[src/hdl/rbi_pkg.sv]
// Shared types, constants and result codes for the ray versus box intersector.
// No dependencies.
`default_nettype none
package rbi_pkg;
  localparam int FRAC_BITS = 16;
  localparam int COORD_W   = 32;
  // dividend is |diff| (COORD_W+1 bits) shifted up by FRAC_BITS
  localparam int NUM_W     = COORD_W + 1 + FRAC_BITS;
  localparam int DIV_STEPS = NUM_W;

  typedef logic signed [COORD_W-1:0] coord_t;
  typedef logic [2:0][COORD_W-1:0]   vec3_t;

  localparam coord_t T_NONE = -(coord_t'(1) <<< FRAC_BITS);

  localparam logic [1:0] CLS_WITHIN = 2'd0;
  localparam logic [1:0] CLS_BELOW  = 2'd1;
  localparam logic [1:0] CLS_ABOVE  = 2'd2;

  localparam logic [1:0] KIND_MISS   = 2'd0;
  localparam logic [1:0] KIND_HIT    = 2'd1;
  localparam logic [1:0] KIND_INSIDE = 2'd2;

  localparam logic [2:0] FACE_NONE = 3'd0;
  localparam logic [2:0] FACE_ALL  = 3'd1;
  localparam logic [2:0] FACE_XN   = 3'd2;

  localparam logic [2:0] REG_MIN_X = 3'd0;
  localparam logic [2:0] REG_MIN_Y = 3'd1;
  localparam logic [2:0] REG_MIN_Z = 3'd2;
  localparam logic [2:0] REG_MAX_X = 3'd3;
  localparam logic [2:0] REG_MAX_Y = 3'd4;
  localparam logic [2:0] REG_MAX_Z = 3'd5;

  typedef struct packed {
    logic            in_box;
    logic [2:0][1:0] cls;
    logic [2:0]      use_div;
    logic [2:0]      neg;
    vec3_t           org;
    vec3_t           dir;
    vec3_t           cand;
  } side_t;

  typedef struct packed {
    logic       in_box;
    logic       miss;
    logic [1:0] w;
    logic       above;
    coord_t     tw;
    vec3_t      org;
    vec3_t      dir;
    vec3_t      cand;
  } sel_t;
endpackage
`default_nettype wire

[src/hdl/rbi_select.sv]
// Quotient sign and saturation, then the largest-t axis pick.
// Uses rbi_pkg.
`default_nettype none
module rbi_select (
  input  wire                            clk,
  input  wire                            rst_n,
  input  wire                            en,
  input  wire                            vld_in,
  input  wire rbi_pkg::side_t            side,
  input  wire [2:0][rbi_pkg::NUM_W-1:0]  quo,
  output logic                           vld_r,
  output rbi_pkg::sel_t                  sel_r
);
  localparam int W = rbi_pkg::COORD_W;
  rbi_pkg::sel_t  sel_nxt;
  rbi_pkg::coord_t t [3];
  logic [1:0]     w01;

  always_comb begin
    for (int i = 0; i < 3; i++) begin
      if (!side.use_div[i]) begin
        t[i] = rbi_pkg::T_NONE;
      end else if (side.neg[i]) begin
        if ((quo[i][rbi_pkg::NUM_W-1:W] != '0) || (quo[i][W-1] && (quo[i][W-2:0] != '0)))
          t[i] = {1'b1, {(W-1){1'b0}}};
        else
          t[i] = -quo[i][W-1:0];
      end else begin
        if (quo[i][rbi_pkg::NUM_W-1:W-1] != '0)
          t[i] = {1'b0, {(W-1){1'b1}}};
        else
          t[i] = quo[i][W-1:0];
      end
    end
    // lowest axis wins a tie
    w01 = (t[0] < t[1]) ? 2'd1 : 2'd0;
    sel_nxt.w      = (t[w01] < t[2]) ? 2'd2 : w01;
    sel_nxt.tw     = t[sel_nxt.w];
    sel_nxt.miss   = sel_nxt.tw < 0;
    sel_nxt.above  = side.cls[sel_nxt.w] == rbi_pkg::CLS_ABOVE;
    sel_nxt.in_box = side.in_box;
    sel_nxt.org    = side.org;
    sel_nxt.dir    = side.dir;
    sel_nxt.cand   = side.cand;
  end

  always_ff @(posedge clk) begin
    if (!rst_n) begin
      vld_r <= 1'b0;
    end else if (en) begin
      vld_r <= vld_in;
    end
  end

  always_ff @(posedge clk) begin
    if (en) begin
      sel_r <= sel_nxt;
    end
  end
endmodule
`default_nettype wire

[config.mk]
export PLATFORM = sky130hd
export DESIGN_NAME = rbi_select
export DESIGN_NICKNAME = d
export VERILOG_FILES = /design/src/hdl/rbi_pkg.sv /design/src/hdl/rbi_select.sv
export SDC_FILE = /design/constraint.sdc
export NUM_CORES = 1
export LEC_CHECK = 0
export BUFFER_PORTS_ARGS = -buffer_cell sky130_fd_sc_hd__buf_2
export CORE_AREA = 2 2 302 304
export DETAILED_ROUTE_END_ITERATION = 6
export DIE_AREA = 0 0 304 306
export PLACE_DENSITY = 0.37
export RECOVER_POWER = 25
export SETUP_SLACK_MARGIN = 0.1
export SYNTH_ARGS = -nofsm -noshare
export SYNTH_HDL_FRONTEND = slang
export SYNTH_SLANG_ARGS = --single-unit
[constraint.sdc]
create_clock -name clk -period 14.5 [get_ports clk]
set_input_delay 4.35 -clock clk [delete_from_list [all_inputs] [get_ports clk]]
set_output_delay 4.35 -clock clk [all_outputs]
set_load 0.05 [all_outputs]
==> flow_metrics.tcl <==
set metrics [dict create \
    netlist_top_cells_count "edfxtp_1 (324), nand2_1 (90), nor2_1 (86), inv_1 (66), ha_1 (64)" \
    route.detailed.drc 0 \
    cts_buffers 40 \
    drt-wirelength-per-cell_um 27.5 \
    gp_congestion 0.904 \
    yosysUniqueCellTypes 73 \
    fin_ws_ps 1450 \
    critPathKind "in2reg" \
    r2r_cells 2 \
    avgSynthCellArea_um2 12.7 \
    slew_viol_final 0 \
    max_stage_delay_ps 650 \
    fin_setup_tns_ps 0 \
    ys_async_sr_fraction 0 \
    ctsHoldBuffers 0 \
    required_ps 14810 \
    coreArea_um2 89600 \
    firstDrtPassIters 5 \
    syn_to_final_growth_pct 42.8 \
    yosys_most_used_dff "edfxtp_1" \
    hold_viol 0 \
    die_y_um 306 \
    first_iter_violations 1018 \
    cp_top_family "simple AND/OR/NAND/NOR gates" \
    totalPowerFinal_mw 2.96 \
    rows 110 \
    ant_nets 0 \
    powerDensity_nw_per_um2 133 \
    yosysWarnings 0 \
    grt_max_degree 176 \
    ff_latch_area_um2 9750 \
    io_pins 778 \
    die_w_um 304 \
    fin_crit_sh 0.900 \
    layout-drive-gt1-share 0.433 \
    yosysSeqAreaShare 0.625 \
    post_cts_resize_count 0 \
    min_to "vld_r$_SDFFE_PN0P_" \
    fillers 9651 \
    relSlewSlack 0.192 \
    overflow 0 \
    synth.top_cell.area_share 0.624 \
    dp_hpwl_mm 76.4 \
    finClkSkew_ps 0 \
    track_usage 0.184 \
    post_cts_buffers 0 \
    htree_levels 2 \
    grt_setup_unrepaired "no" \
    vias 14300 \
    die_area_um2 93000 \
    start_kind "input port" \
    hold_start "vld_r$_SDFFE_PN0P_" \
    use_met1 0.194 \
    finalSetupViolations 0 \
    yosys.cell_count.top_type "edfxtp_1" \
    synthTopCellsByArea "edfxtp_1 (62%), ha_1 (5.1%), nand2_1 (2.2%)" \
    synth_cells 1231 \
    wirelength_mm 89.3 \
    fmax_ghz 0.0766 \
    cpMaxStageDelayCell "and2_1" \
    cellLeakagePower_nw 9.19 \
    antenna_found_initial 98 \
    cp.buffers_inverters 6 \
    cts_tree "done" \
    finalCriticalPeriod_ps 13050 \
    yosysTopAreaCell "edfxtp_1" \
    grt_pass1_vias 14100 \
    status "complete, no violations" \
    nets 2541 \
    synth_edf_count 324 \
    rr_startpoint "vld_r$_SDFFE_PN0P_" \
    grt_pass1_wl_mm 118 \
    syn_nets 1747 \
    synth_seq_cells 325 \
    reg2reg_to "vld_r$_SDFFE_PN0P_" \
    grtUsageMet3 0.0585 \
    grt-busiest-layer "met2" \
    reg2reg_slack_ps 13870 \
    insertion_delay_ps 560 \
    hold_class "reg2reg" \
    clk_pin_slew_ps 60 \
    port_buffers 777 \
    multi_input_area_um2 5410 \
    crit_arrival_ps 13360 \
    start_util 0.174 \
    timing.critical_path.to_type "flop" \
    routed_via_density 4.42 \
    cts.sinks 325 \
    grt_util_met2 0.348 \
    tightest_slew_ps 1210 \
    netlist_area_um2 15600 \
    path_max_fanout 15 \
    ir_drop_v 0.0000609 \
    cts_root_buf "clkbuf_16" \
    maxCapViolations 0 \
    place_ws_ps 797 \
    min_path_cells 2 \
    cts_buffer_depth 3 \
]
==> how the worst max path moves through the flow <==
| stage | depth (start not counted) | slack [ps] | startpoint | endpoint |
|---|---|---|---|---|
| after global placement | 31 | 930 | quo[0] | sel_r[301]$_DFFE_PP_ |
| after CTS | 30 | 1370 | quo[0] | sel_r[301]$_DFFE_PP_ |
| after detailed placement | 30 | 800 | quo[0] | sel_r[301]$_DFFE_PP_ |
| after floorplan | 32 | 2410 | quo[2] | sel_r[308]$_DFFE_PP_ |
| after global routing | 31 | 620 | quo[0] | sel_r[301]$_DFFE_PP_ |
| final | 35 | 1450 | quo[0] | sel_r[289]$_DFFE_PP_ |
==> layout make-up <==
class,count,area share
multi-input combinational,799,0.243
sequential,325,0.438
timing repair buffer,792,0.180
tap,1176,0.0661
clock buffer,49,0.0493
clock inverter,20,0.00989
antenna,15,0.00169
inverter,67,0.0114
==> state kept, by name, indices dropped and copies added, names as in the netlist <==
name	count
sel_r	324
vld_r	1
==> report_power, final <==
| part | switching [mW] | internal, mW | leakage (nW) | total, mW |
|---|---|---|---|---|
| logic | 0.569 | 0.198 | 5.36 | 0.767 |
| clock network | 0.411 | 0.610 | 0.654 | 1.02 |
| registers | 0.0401 | 1.14 | 3.18 | 1.18 |
==> cell families after synthesis <==
family	count (synthesis)	synth area share
AO/OA/AOI/OAI	285	0.124
XOR/XNOR	4	0.00345
AND/OR/NAND/NOR	404	0.138
buffers and inverters	107	0.0274
adder cells (fa/ha/maj)	64	0.0514
flip-flops	325	0.625
multiplexers	42	0.0301
==> layout by cell type (no fill, tap or decap), drive strengths merged, types with 51 or more instances in the layout <==
cell type,synthesis,final
buf,5,787
inv,67,69
nor2,86,86
a21oi,59,59
nand2,90,90
nor3,51,51
clkbuf,35,54
o21ai,63,63
ha,64,64
edfxtp,324,324
==> metrics by stage <==
step / cell area, um2 / hold WS, ps / util / instances
after floorplan: 15600 / 743 / - / 1231
after global placement: 20900 / 508 / 0.233 / 3159
after detailed placement: 20900 / 527 / 0.233 / 3159
after CTS: 22200 / 549 / 0.248 / 3228
after global routing: 22200 / 620 / 0.248 / 3233
final: 22300 / 551 / 0.248 / 3243
==> per-layer routing <==
| metal | part of all wire | wire (um) |
|---|---|---|
| met4 | 0.040 | 3600 |
| met5 | 0.0024 | 215 |
| met2 | 0.52 | 46300 |
| met1 | 0.36 | 31700 |
| met3 | 0.084 | 7500 |
==> worst register-to-register path: stages (launching register included) <==
cell	delay (ps)
dfxtp_1	310
mux2i_1	150
nor2b_1	60
Power figures use the tool's default switching activity.
