`config.mk`:
```
export PLATFORM = sky130hd
export DESIGN_NAME = rbi_classify
export DESIGN_NICKNAME = d
export VERILOG_FILES = /design/src/hdl/rbi_pkg.sv /design/src/hdl/rbi_classify.sv
export SDC_FILE = /design/constraint.sdc
export NUM_CORES = 1
export LEC_CHECK = 0
export BUFFER_PORTS_ARGS = -buffer_cell sky130_fd_sc_hd__buf_4
export CAP_MARGIN = 15
export CORE_AREA = 8 8 355 357
export CTS_BUF_LIST = sky130_fd_sc_hd__clkbuf_2
export DETAILED_ROUTE_END_ITERATION = 7
export DIE_AREA = 0 0 363 365
export SETUP_SLACK_MARGIN = 0.5
export SLEW_MARGIN = 25
export SYNTH_ARGS = -nofsm -noshare
export SYNTH_HDL_FRONTEND = slang
export SYNTH_SLANG_ARGS = --single-unit
```
`constraint.sdc`:
```
create_clock -name clk -period 8.2 [get_ports clk]
set_clock_uncertainty 0.05 [all_clocks]
set_input_delay 0.41 -clock clk [delete_from_list [all_inputs] [get_ports clk]]
set_output_delay 0.41 -clock clk [all_outputs]
set_load 0.05 [all_outputs]
```
`src/hdl/rbi_pkg.sv`:
```
// Shared types, constants and result codes for the ray versus box intersector.
// No dependencies.
`default_nettype none
package rbi_pkg;
  localparam int FRAC_BITS = 16;
  localparam int COORD_W   = 32;
  // dividend is |diff| (COORD_W+1 bits) shifted up by FRAC_BITS
  localparam int NUM_W     = COORD_W + 1 + FRAC_BITS;
  localparam int DIV_STEPS = NUM_W;

  typedef logic signed [COORD_W-1:0] coord_t;
  typedef logic [2:0][COORD_W-1:0]   vec3_t;

  localparam coord_t T_NONE = -(coord_t'(1) <<< FRAC_BITS);

  localparam logic [1:0] CLS_WITHIN = 2'd0;
  localparam logic [1:0] CLS_BELOW  = 2'd1;
  localparam logic [1:0] CLS_ABOVE  = 2'd2;

  localparam logic [1:0] KIND_MISS   = 2'd0;
  localparam logic [1:0] KIND_HIT    = 2'd1;
  localparam logic [1:0] KIND_INSIDE = 2'd2;

  localparam logic [2:0] FACE_NONE = 3'd0;
  localparam logic [2:0] FACE_ALL  = 3'd1;
  localparam logic [2:0] FACE_XN   = 3'd2;

  localparam logic [2:0] REG_MIN_X = 3'd0;
  localparam logic [2:0] REG_MIN_Y = 3'd1;
  localparam logic [2:0] REG_MIN_Z = 3'd2;
  localparam logic [2:0] REG_MAX_X = 3'd3;
  localparam logic [2:0] REG_MAX_Y = 3'd4;
  localparam logic [2:0] REG_MAX_Z = 3'd5;

  typedef struct packed {
    logic            in_box;
    logic [2:0][1:0] cls;
    logic [2:0]      use_div;
    logic [2:0]      neg;
    vec3_t           org;
    vec3_t           dir;
    vec3_t           cand;
  } side_t;

  typedef struct packed {
    logic       in_box;
    logic       miss;
    logic [1:0] w;
    logic       above;
    coord_t     tw;
    vec3_t      org;
    vec3_t      dir;
    vec3_t      cand;
  } sel_t;
endpackage
`default_nettype wire

```
`src/hdl/rbi_classify.sv`:
```
// Input stage: slab classification per axis and divider operand setup.
// Uses rbi_pkg.
`default_nettype none
module rbi_classify (
  input  wire                             clk,
  input  wire                             rst_n,
  input  wire                             en,
  input  wire                             vld_in,
  input  wire rbi_pkg::vec3_t             org,
  input  wire rbi_pkg::vec3_t             dir,
  input  wire rbi_pkg::vec3_t             box_lo,
  input  wire rbi_pkg::vec3_t             box_hi,
  output logic                            vld_r,
  output rbi_pkg::side_t                  side_r,
  output logic [2:0][rbi_pkg::NUM_W-1:0]  num_r,
  output logic [2:0][rbi_pkg::COORD_W-1:0] den_r
);
  rbi_pkg::side_t                   side_nxt;
  logic [2:0][rbi_pkg::NUM_W-1:0]   num_nxt;
  logic [2:0][rbi_pkg::COORD_W-1:0] den_nxt;
  logic [2:0]                       below, above;
  logic signed [rbi_pkg::COORD_W:0] diff [3];
  logic [rbi_pkg::COORD_W:0]        absd [3];

  always_comb begin
    side_nxt = '0;
    for (int i = 0; i < 3; i++) begin
      below[i] = $signed(org[i]) < $signed(box_lo[i]);
      above[i] = !below[i] && ($signed(org[i]) > $signed(box_hi[i]));
      side_nxt.org[i]  = org[i];
      side_nxt.dir[i]  = dir[i];
      side_nxt.cand[i] = below[i] ? box_lo[i] : (above[i] ? box_hi[i] : '0);
      side_nxt.cls[i]  = below[i] ? rbi_pkg::CLS_BELOW :
                         (above[i] ? rbi_pkg::CLS_ABOVE : rbi_pkg::CLS_WITHIN);
      diff[i] = $signed({side_nxt.cand[i][rbi_pkg::COORD_W-1], side_nxt.cand[i]})
              - $signed({org[i][rbi_pkg::COORD_W-1], org[i]});
      absd[i] = diff[i][rbi_pkg::COORD_W] ? -diff[i] : diff[i];
      num_nxt[i] = {absd[i], {rbi_pkg::FRAC_BITS{1'b0}}};
      den_nxt[i] = dir[i][rbi_pkg::COORD_W-1] ? -dir[i] : dir[i];
      side_nxt.neg[i]     = diff[i][rbi_pkg::COORD_W] ^ dir[i][rbi_pkg::COORD_W-1];
      side_nxt.use_div[i] = (below[i] || above[i]) && (dir[i] != '0);
    end
    side_nxt.in_box = !(|below) && !(|above);
  end

  always_ff @(posedge clk) begin
    if (!rst_n) begin
      vld_r <= 1'b0;
    end else if (en) begin
      vld_r <= vld_in;
    end
  end

  always_ff @(posedge clk) begin
    if (en) begin
      side_r <= side_nxt;
      num_r  <= num_nxt;
      den_r  <= den_nxt;
    end
  end
endmodule
`default_nettype wire

```
==> run_results.csv, run 1 <==
group,metric,value,unit
status,status,"complete, no violations",
layout,drive_above_1_share,0.244,
synthesis,ys_ff_latch,494,
clocking,clock_sinks,494,
clocking,clockBufferDepth,3,
critical_path,critPathLaunchType,"input pin",
synthesis,synthesis.area,31600,um^2
timing,final_hold_viol_count,0,
routing,via_count,33000,
synthesis,syn_avg_cell_area,10.7,um^2
global_route,track_usage,0.215,
synthesis,synthAdderAreaFrac,0.117,
timing,setup_ws,577,ps
floorplan,die_w,363,um
global_route,grt_pass1_vias,34100,
global_route,antenna_found_initial,17,
synthesis,synth-simple-area-share,0.109,
layout,multi_input_area,15100,um^2
global_route,busiest_layer,"met2",
synthesis,yosysSeqAreaShare,0.469,
synthesis,synth_top_area_frac,0.468,
synthesis,synth_common_cells,"493 x edfxtp_1, 336 x inv_1, 291 x ha_1",
placed_design,dp_hpwl,106000,um
critical_path,cp_common_cell,"dlygate4sd3_1",
routing,drt-initial-drc-count,2977,
critical_path,rr_worst_depth,3,
min_path,min_path_cells,3,
synthesis,synth_edf_count,493,
synthesis,async_flop_share,0,
critical_path,required,9340,ps
timing,worst-slew-pin-transition,1110,ps
layout,fillCellCount,11200,
critical_path,crit_type,"input pin to register",
timing,relSlewSlack,0.261,
placed_design,numPortBuffers,884,
layout,seqCellArea,14800,um^2
clocking,htreeDepth,4,
timing,period_share,0.930,
clocking,ctsRootBufferMaster,"clkbuf_2",
routing,wl_per_cell,22.7,um
synthesis,ys_types,91,
critical_path,critPathCaptureType,"register",
global_route,grtUsageMet1,0.242,
synthesis,ys_top_cells_by_area,"edfxtp_1 47%, ha_1 12%, xnor2_1 5.1%",
synthesis,yosys.area.top_type,"edfxtp_1",
floorplan,io_pins,933,
layout,area_growth_syn_to_layout,62.2,%
synthesis,syn_inst,2943,
clocking,cts_buffers,140,
placed_design,preCtsSetupSlack,557,ps
global_route,grt_max_degree,142,
min_path,hp-start,"dir[63]",
floorplan,start_util,0.262,
min_path,hp-class,"input pin to register",
timing,setup_viol,0,
critical_path,cp.depth,26,
timing,fin_tns_setup,0,ps
routing,antenna_left,0,
clocking,path_clk_slew,90,ps
placed_design,place_congestion,0.957,
critical_path,reg2reg_to,"vld_r",
synthesis,synth.most_common_cell,"edfxtp_1",
timing,max_freq,0.131,GHz
synthesis,synth-compound-area-share,0.160,
global_route,grt_overflow,0,
pwr,p_per_area,221,nW/um^2
clocking,clkLatencyLatePin,1490,ps
global_route,met3_usage,0.0555,
critical_path,slowest_delay,630,ps
layout,finalNetCount,5571,
run,max_cap_violations,0,
synthesis,synth_top_family_by_area,"compound AO/OA/AOI/OAI gates",
routing,via_per_inst,4.97,
timing,slew_viol_final,0,
global_route,grt_pass1_wl,217000,um
critical_path,r2r_start,"vld_r",
synthesis,synth_mux_area_frac,0.0138,
critical_path,crit_family,"compound AO/OA/AOI/OAI gates",
floorplan,die_area,132000,um^2
critical_path,path_buf_inv,6,
global_route,grt_util_met2,0.365,
routing,drc_errors,0,
pwr,p_leak,22.8,nW
timing,min_period,7620,ps
routing,dr.pass1.iters,6,
clocking,cts_tree,"built",
synthesis,yosys.area_share.xor_xnor,0.0693,
pwr,ir_drop,167,uV
critical_path,cpMaxStageDelayCell,"dlygate4sd3_1",
floorplan,rows,128,
routing,wirelength,151000,um
min_path,hold_end,"side_r[159]",
timing,rsz0062_at_grt,"false",
synthesis,synth_flop_cell,"edfxtp_1",
critical_path,cp_data_arrival_time,8760,ps
synthesis,ys_warn_count,0,
critical_path,critPathMaxFanout,24,
floorplan,fp.coreArea,121000,um^2
floorplan,dieHeight,365,um
critical_path,r2r_slack,6950,ps
==> worst max path at each step <==
stage                from         end  slack, ps
2_1_floorplan  box_lo[49]   num_r[96]       2130
4_1_cts           org[16]   num_r[47]        520
5_1_grt           org[85]  num_r[141]        550
3_3_place_gp      org[73]  num_r[125]        560
3_5_place_dp      org[73]  num_r[125]        560
6_report          org[74]  num_r[143]        580
==> per-stage QoR <==
step / cells / power, mW / instance area [um^2] / utilization / hold slack (ps)
CTS: 6606 / 11.3 / 51000 / 0.423 / 2.89
detailed placement: 5401 / 8.75 / 40100 / 0.332 / 492
finish: 6639 / 11.3 / 51300 / 0.425 / 154
floorplan: 2990 / 6.94 / 31800 / - / 459
global placement: 5401 / 8.74 / 40100 / 0.332 / 474
global route: 6631 / 11.9 / 51300 / 0.425 / -16.2
==> power breakdown <==
| group | internal, mW | switching [mW] |
|---|---|---|
| Sequential | 3.36 | 0.177 |
| Combinational | 2.00 | 3.77 |
| Clock | 0.811 | 1.21 |
| Total | 6.17 | 5.15 |
==> layout make-up <==
type,count,share of cell area
inverters,336,0.0246
diodes,23,0.00112
flip-flops and latches,494,0.289
clock buffers,198,0.0193
multi-input cells,2030,0.295
clock inverters,46,0.00642
well taps,1625,0.0397
repair buffers,1887,0.325
==> logic make-up (layout without fill, tap and decap cells) <==
family | after synthesis | in the layout
other | 1 | 71
adders and majority gates | 294 | 294
xor gates and xnor gates | 250 | 250
and+or+nand+nor | 665 | 665
DFF | 494 | 494
AOI/OAI and AO/OA | 729 | 730
muxes | 43 | 43
buffers and inverters | 467 | 2467
==> repair_timing <==
action / in CTS / in global routing
hold buffers: 961 / 0
gates resized for setup: 0 / 24
endpoints found under the setup margin: 0 / 65
buffers inserted: 0 / 7
hold endpoints to repair: 986 / 0
==> sequential cells by signal, summed over array words and instances, names as in the netlist <==
register and cells:
side_r 301, num_r 99, den_r 93, vld_r 1
==> worst min-delay path, cell delays in order <==
cell	delay (ps)
dlygate4sd3_1	550
buf_4	140
buf_2	310
==> metal layers <==
| metal | routed length (um) | up-vias |
|---|---|---|
| met4 | 9950 | 0 |
| met5 | 0 | - |
| met2 | 72200 | 1888 |
| li1 | - | 14800 |
| met3 | 12500 | 590 |
| met1 | 56100 | 15700 |
==> layout by cell type, fill, tap and decap left out, drive strengths merged, types with 32 or more instances in the layout <==
| cell | synthesis | final |
|---|---|---|
| inv | 336 | 338 |
| dlygate4sd3 | 0 | 957 |
| ha | 291 | 291 |
| o21ai | 135 | 135 |
| xnor2 | 184 | 184 |
| clkinv | 0 | 38 |
| nand3 | 74 | 74 |
| edfxtp | 493 | 493 |
| a22o | 32 | 32 |
| nand4 | 63 | 63 |
| buf | 70 | 930 |
| o31ai | 76 | 76 |
| xor2 | 66 | 66 |
| a21oi | 152 | 152 |
| clkbuf | 61 | 198 |
| nand2 | 186 | 186 |
| nor3 | 44 | 44 |
| mux2i | 38 | 38 |
| a21o | 123 | 123 |
| conb | 1 | 48 |
| nor2 | 108 | 108 |
No activity file was read; power rests on OpenSTA's default activity.
==> run 2, diff against run 1 <==
- RECOVER_POWER: not set -> 100
==> run_results.csv, run 2 (synthesized netlist as in run 1, its figures left out) <==
group,metric,value,unit
clocking,clockBufferDepth,3,
status,violations,"max-capacitance violations, max-slew violations",
layout,fillCellCount,11900,
timing,rsz0062_at_grt,"false",
layout,drive_above_1_share,0.118,
min_path,hp-class,"input pin to register",
routing,dr.pass1.iters,7,
global_route,grtUsageMet1,0.242,
min_path,hp-start,"dir[65]",
pwr,seq_power_share,0.324,
clocking,path_clk_slew,90,ps
critical_path,cpMaxStageDelayCell,"dlygate4sd3_1",
run,max_cap_violations,9,
layout,layout_common_cells,"957 x dlygate4sd3_1, 620 x clkbuf_1, 493 x edfxtp_1",
global_route,met3_usage,0.0555,
critical_path,critPathLaunchType,"input pin",
pwr,ir_drop,155,uV
global_route,grt_overflow,0,
global_route,antenna_found_initial,18,
placed_design,numPortBuffers,884,
critical_path,r2r_start,"vld_r",
timing,worst-slew-pin-transition,5770,ps
pwr,combPwrFrac,0.492,
placed_design,place_congestion,0.957,
layout,final_common_cell,"dlygate4sd3_1",
routing,wl_per_cell,22.7,um
timing,hold_slack,295,ps
global_route,grt_pass1_wl,217000,um
routing,drc_errors,0,
layout,largest_reg_flops,301,
floorplan,dieHeight,365,um
floorplan,die_area,132000,um^2
global_route,track_usage,0.215,
routing,via_count,32900,
clocking,cts_buffers,140,
critical_path,critPathMaxFanout,33,
pwr,clkPwrFrac,0.185,
routing,via_per_inst,4.96,
floorplan,die_w,363,um
timing,max_freq,0.127,GHz
layout,regMostFlops,"side_r",
clocking,clock_sinks,494,
clocking,cts_tree,"built",
global_route,grt_util_met2,0.365,
layout,area_growth_syn_to_layout,54.4,%
floorplan,start_util,0.262,
pwr,p_leak,20.5,nW
critical_path,required,9320,ps
routing,wirelength,151000,um
critical_path,critPathCaptureType,"register",
pwr,swShare,0.470,
global_route,grt_pass1_vias,34100,
timing,min_period,7860,ps
floorplan,rows,128,
timing,relSlewSlack,-2.85,
layout,finalNetCount,5571,
status,status,"complete, but fails checks",
placed_design,dp_hpwl,106000,um
clocking,htreeDepth,4,
clocking,clkLatencyLatePin,1500,ps
routing,drt-initial-drc-count,2973,
timing,period_share,0.959,
timing,slew_viol_final,570,
critical_path,cp_common_cell,"dlygate4sd3_1",
critical_path,slowest_delay,630,ps
pwr,p_switching,5.13,mW
timing,setup_viol,0,
floorplan,io_pins,933,
layout,top_regs,"side_r (301), num_r (99), den_r (93)",
routing,antenna_left,0,
timing,final_hold_viol_count,0,
layout,final_area,48800,um^2
critical_path,crit_start,"org[85]",
placed_design,dpl_cell_area,40100,um^2
pwr,p_per_area,224,nW/um^2
timing,fin_tns_setup,0,ps
pwr,p_int,5.79,mW
critical_path,crit_type,"input pin to register",
global_route,busiest_layer,"met2",
global_route,grt_max_degree,142,
critical_path,cp_data_arrival_time,8980,ps
floorplan,fp.coreArea,121000,um^2
clocking,ctsRootBufferMaster,"clkbuf_2",
==> run 2: cell types whose count changed in the layout (fill, tap and decap cells not counted), sizes merged <==
cell and delta:
buf -715, clkbuf +715, diode -1
==> run 2: path summary, 6_finish.rpt <==
check                 to  slack [ps]  cells after the start
min          side_r[161]         290                      3
max           num_r[144]         340                     26
min reg2reg        vld_r        1080                      3
max reg2reg        vld_r        6890                      3
==> run 2: final cells by class <==
cell class                      count  area, um^2  area share
Multi-Input combinational cell   2030       15100       0.309
Tap cell                         1625        2030      0.0416
Clock buffer                      198         991      0.0203
Inverter                          336        1260      0.0258
Timing Repair Buffer             1887       14200       0.292
Antenna cell                       22        55.1     0.00113
Clock inverter                     46         329     0.00674
Sequential cell                   494       14800       0.304
==> run 2: power by group through the flow <==
stage / Sequential (mW) / Combinational (mW) / Clock (mW)
detailed placement: 3.58 / 5.16 / 0
finish: 3.54 / 5.37 / 2.02
global route: 3.58 / 5.68 / 2.22
global placement: 3.58 / 5.15 / 0
CTS: 3.53 / 5.66 / 2.08
floorplan: 5.01 / 1.92 / 0
==> run 2: critical path, delay by kind of cell <==
family	cells	cell delay, ps
xor gates and xnor gates	1	170
adders and majority gates	2	650
buffers and inverters	9	4280
and+or+nand+nor	3	580
AOI/OAI and AO/OA	11	2860
==> run 2: stage by stage <==
stage               setup WS [ps]   util  total power, mW  instances
finish                        336  0.405             10.9       6638
global route                  291  0.405             11.5       6631
CTS                           520  0.423             11.3       6606
detailed placement            557  0.332             8.75       5401
global placement              565  0.332             8.74       5401
floorplan                    2130      -             6.94       2990
==> run 2: layer usage <==
layer / part of all wire / vias to the layer above
li1: - / 14800
met2: 0.47 / 1914
met1: 0.37 / 15600
met3: 0.088 / 618
met5: 0 / -
met4: 0.072 / 0
==> run 2: repair_timing <==
action                                  CTS  global route
hold buffers                            961             0
endpoints found under the setup margin    0            65
buffers inserted                          0             7
gates resized for setup                   0            24
endpoints found under the hold margin   986             0
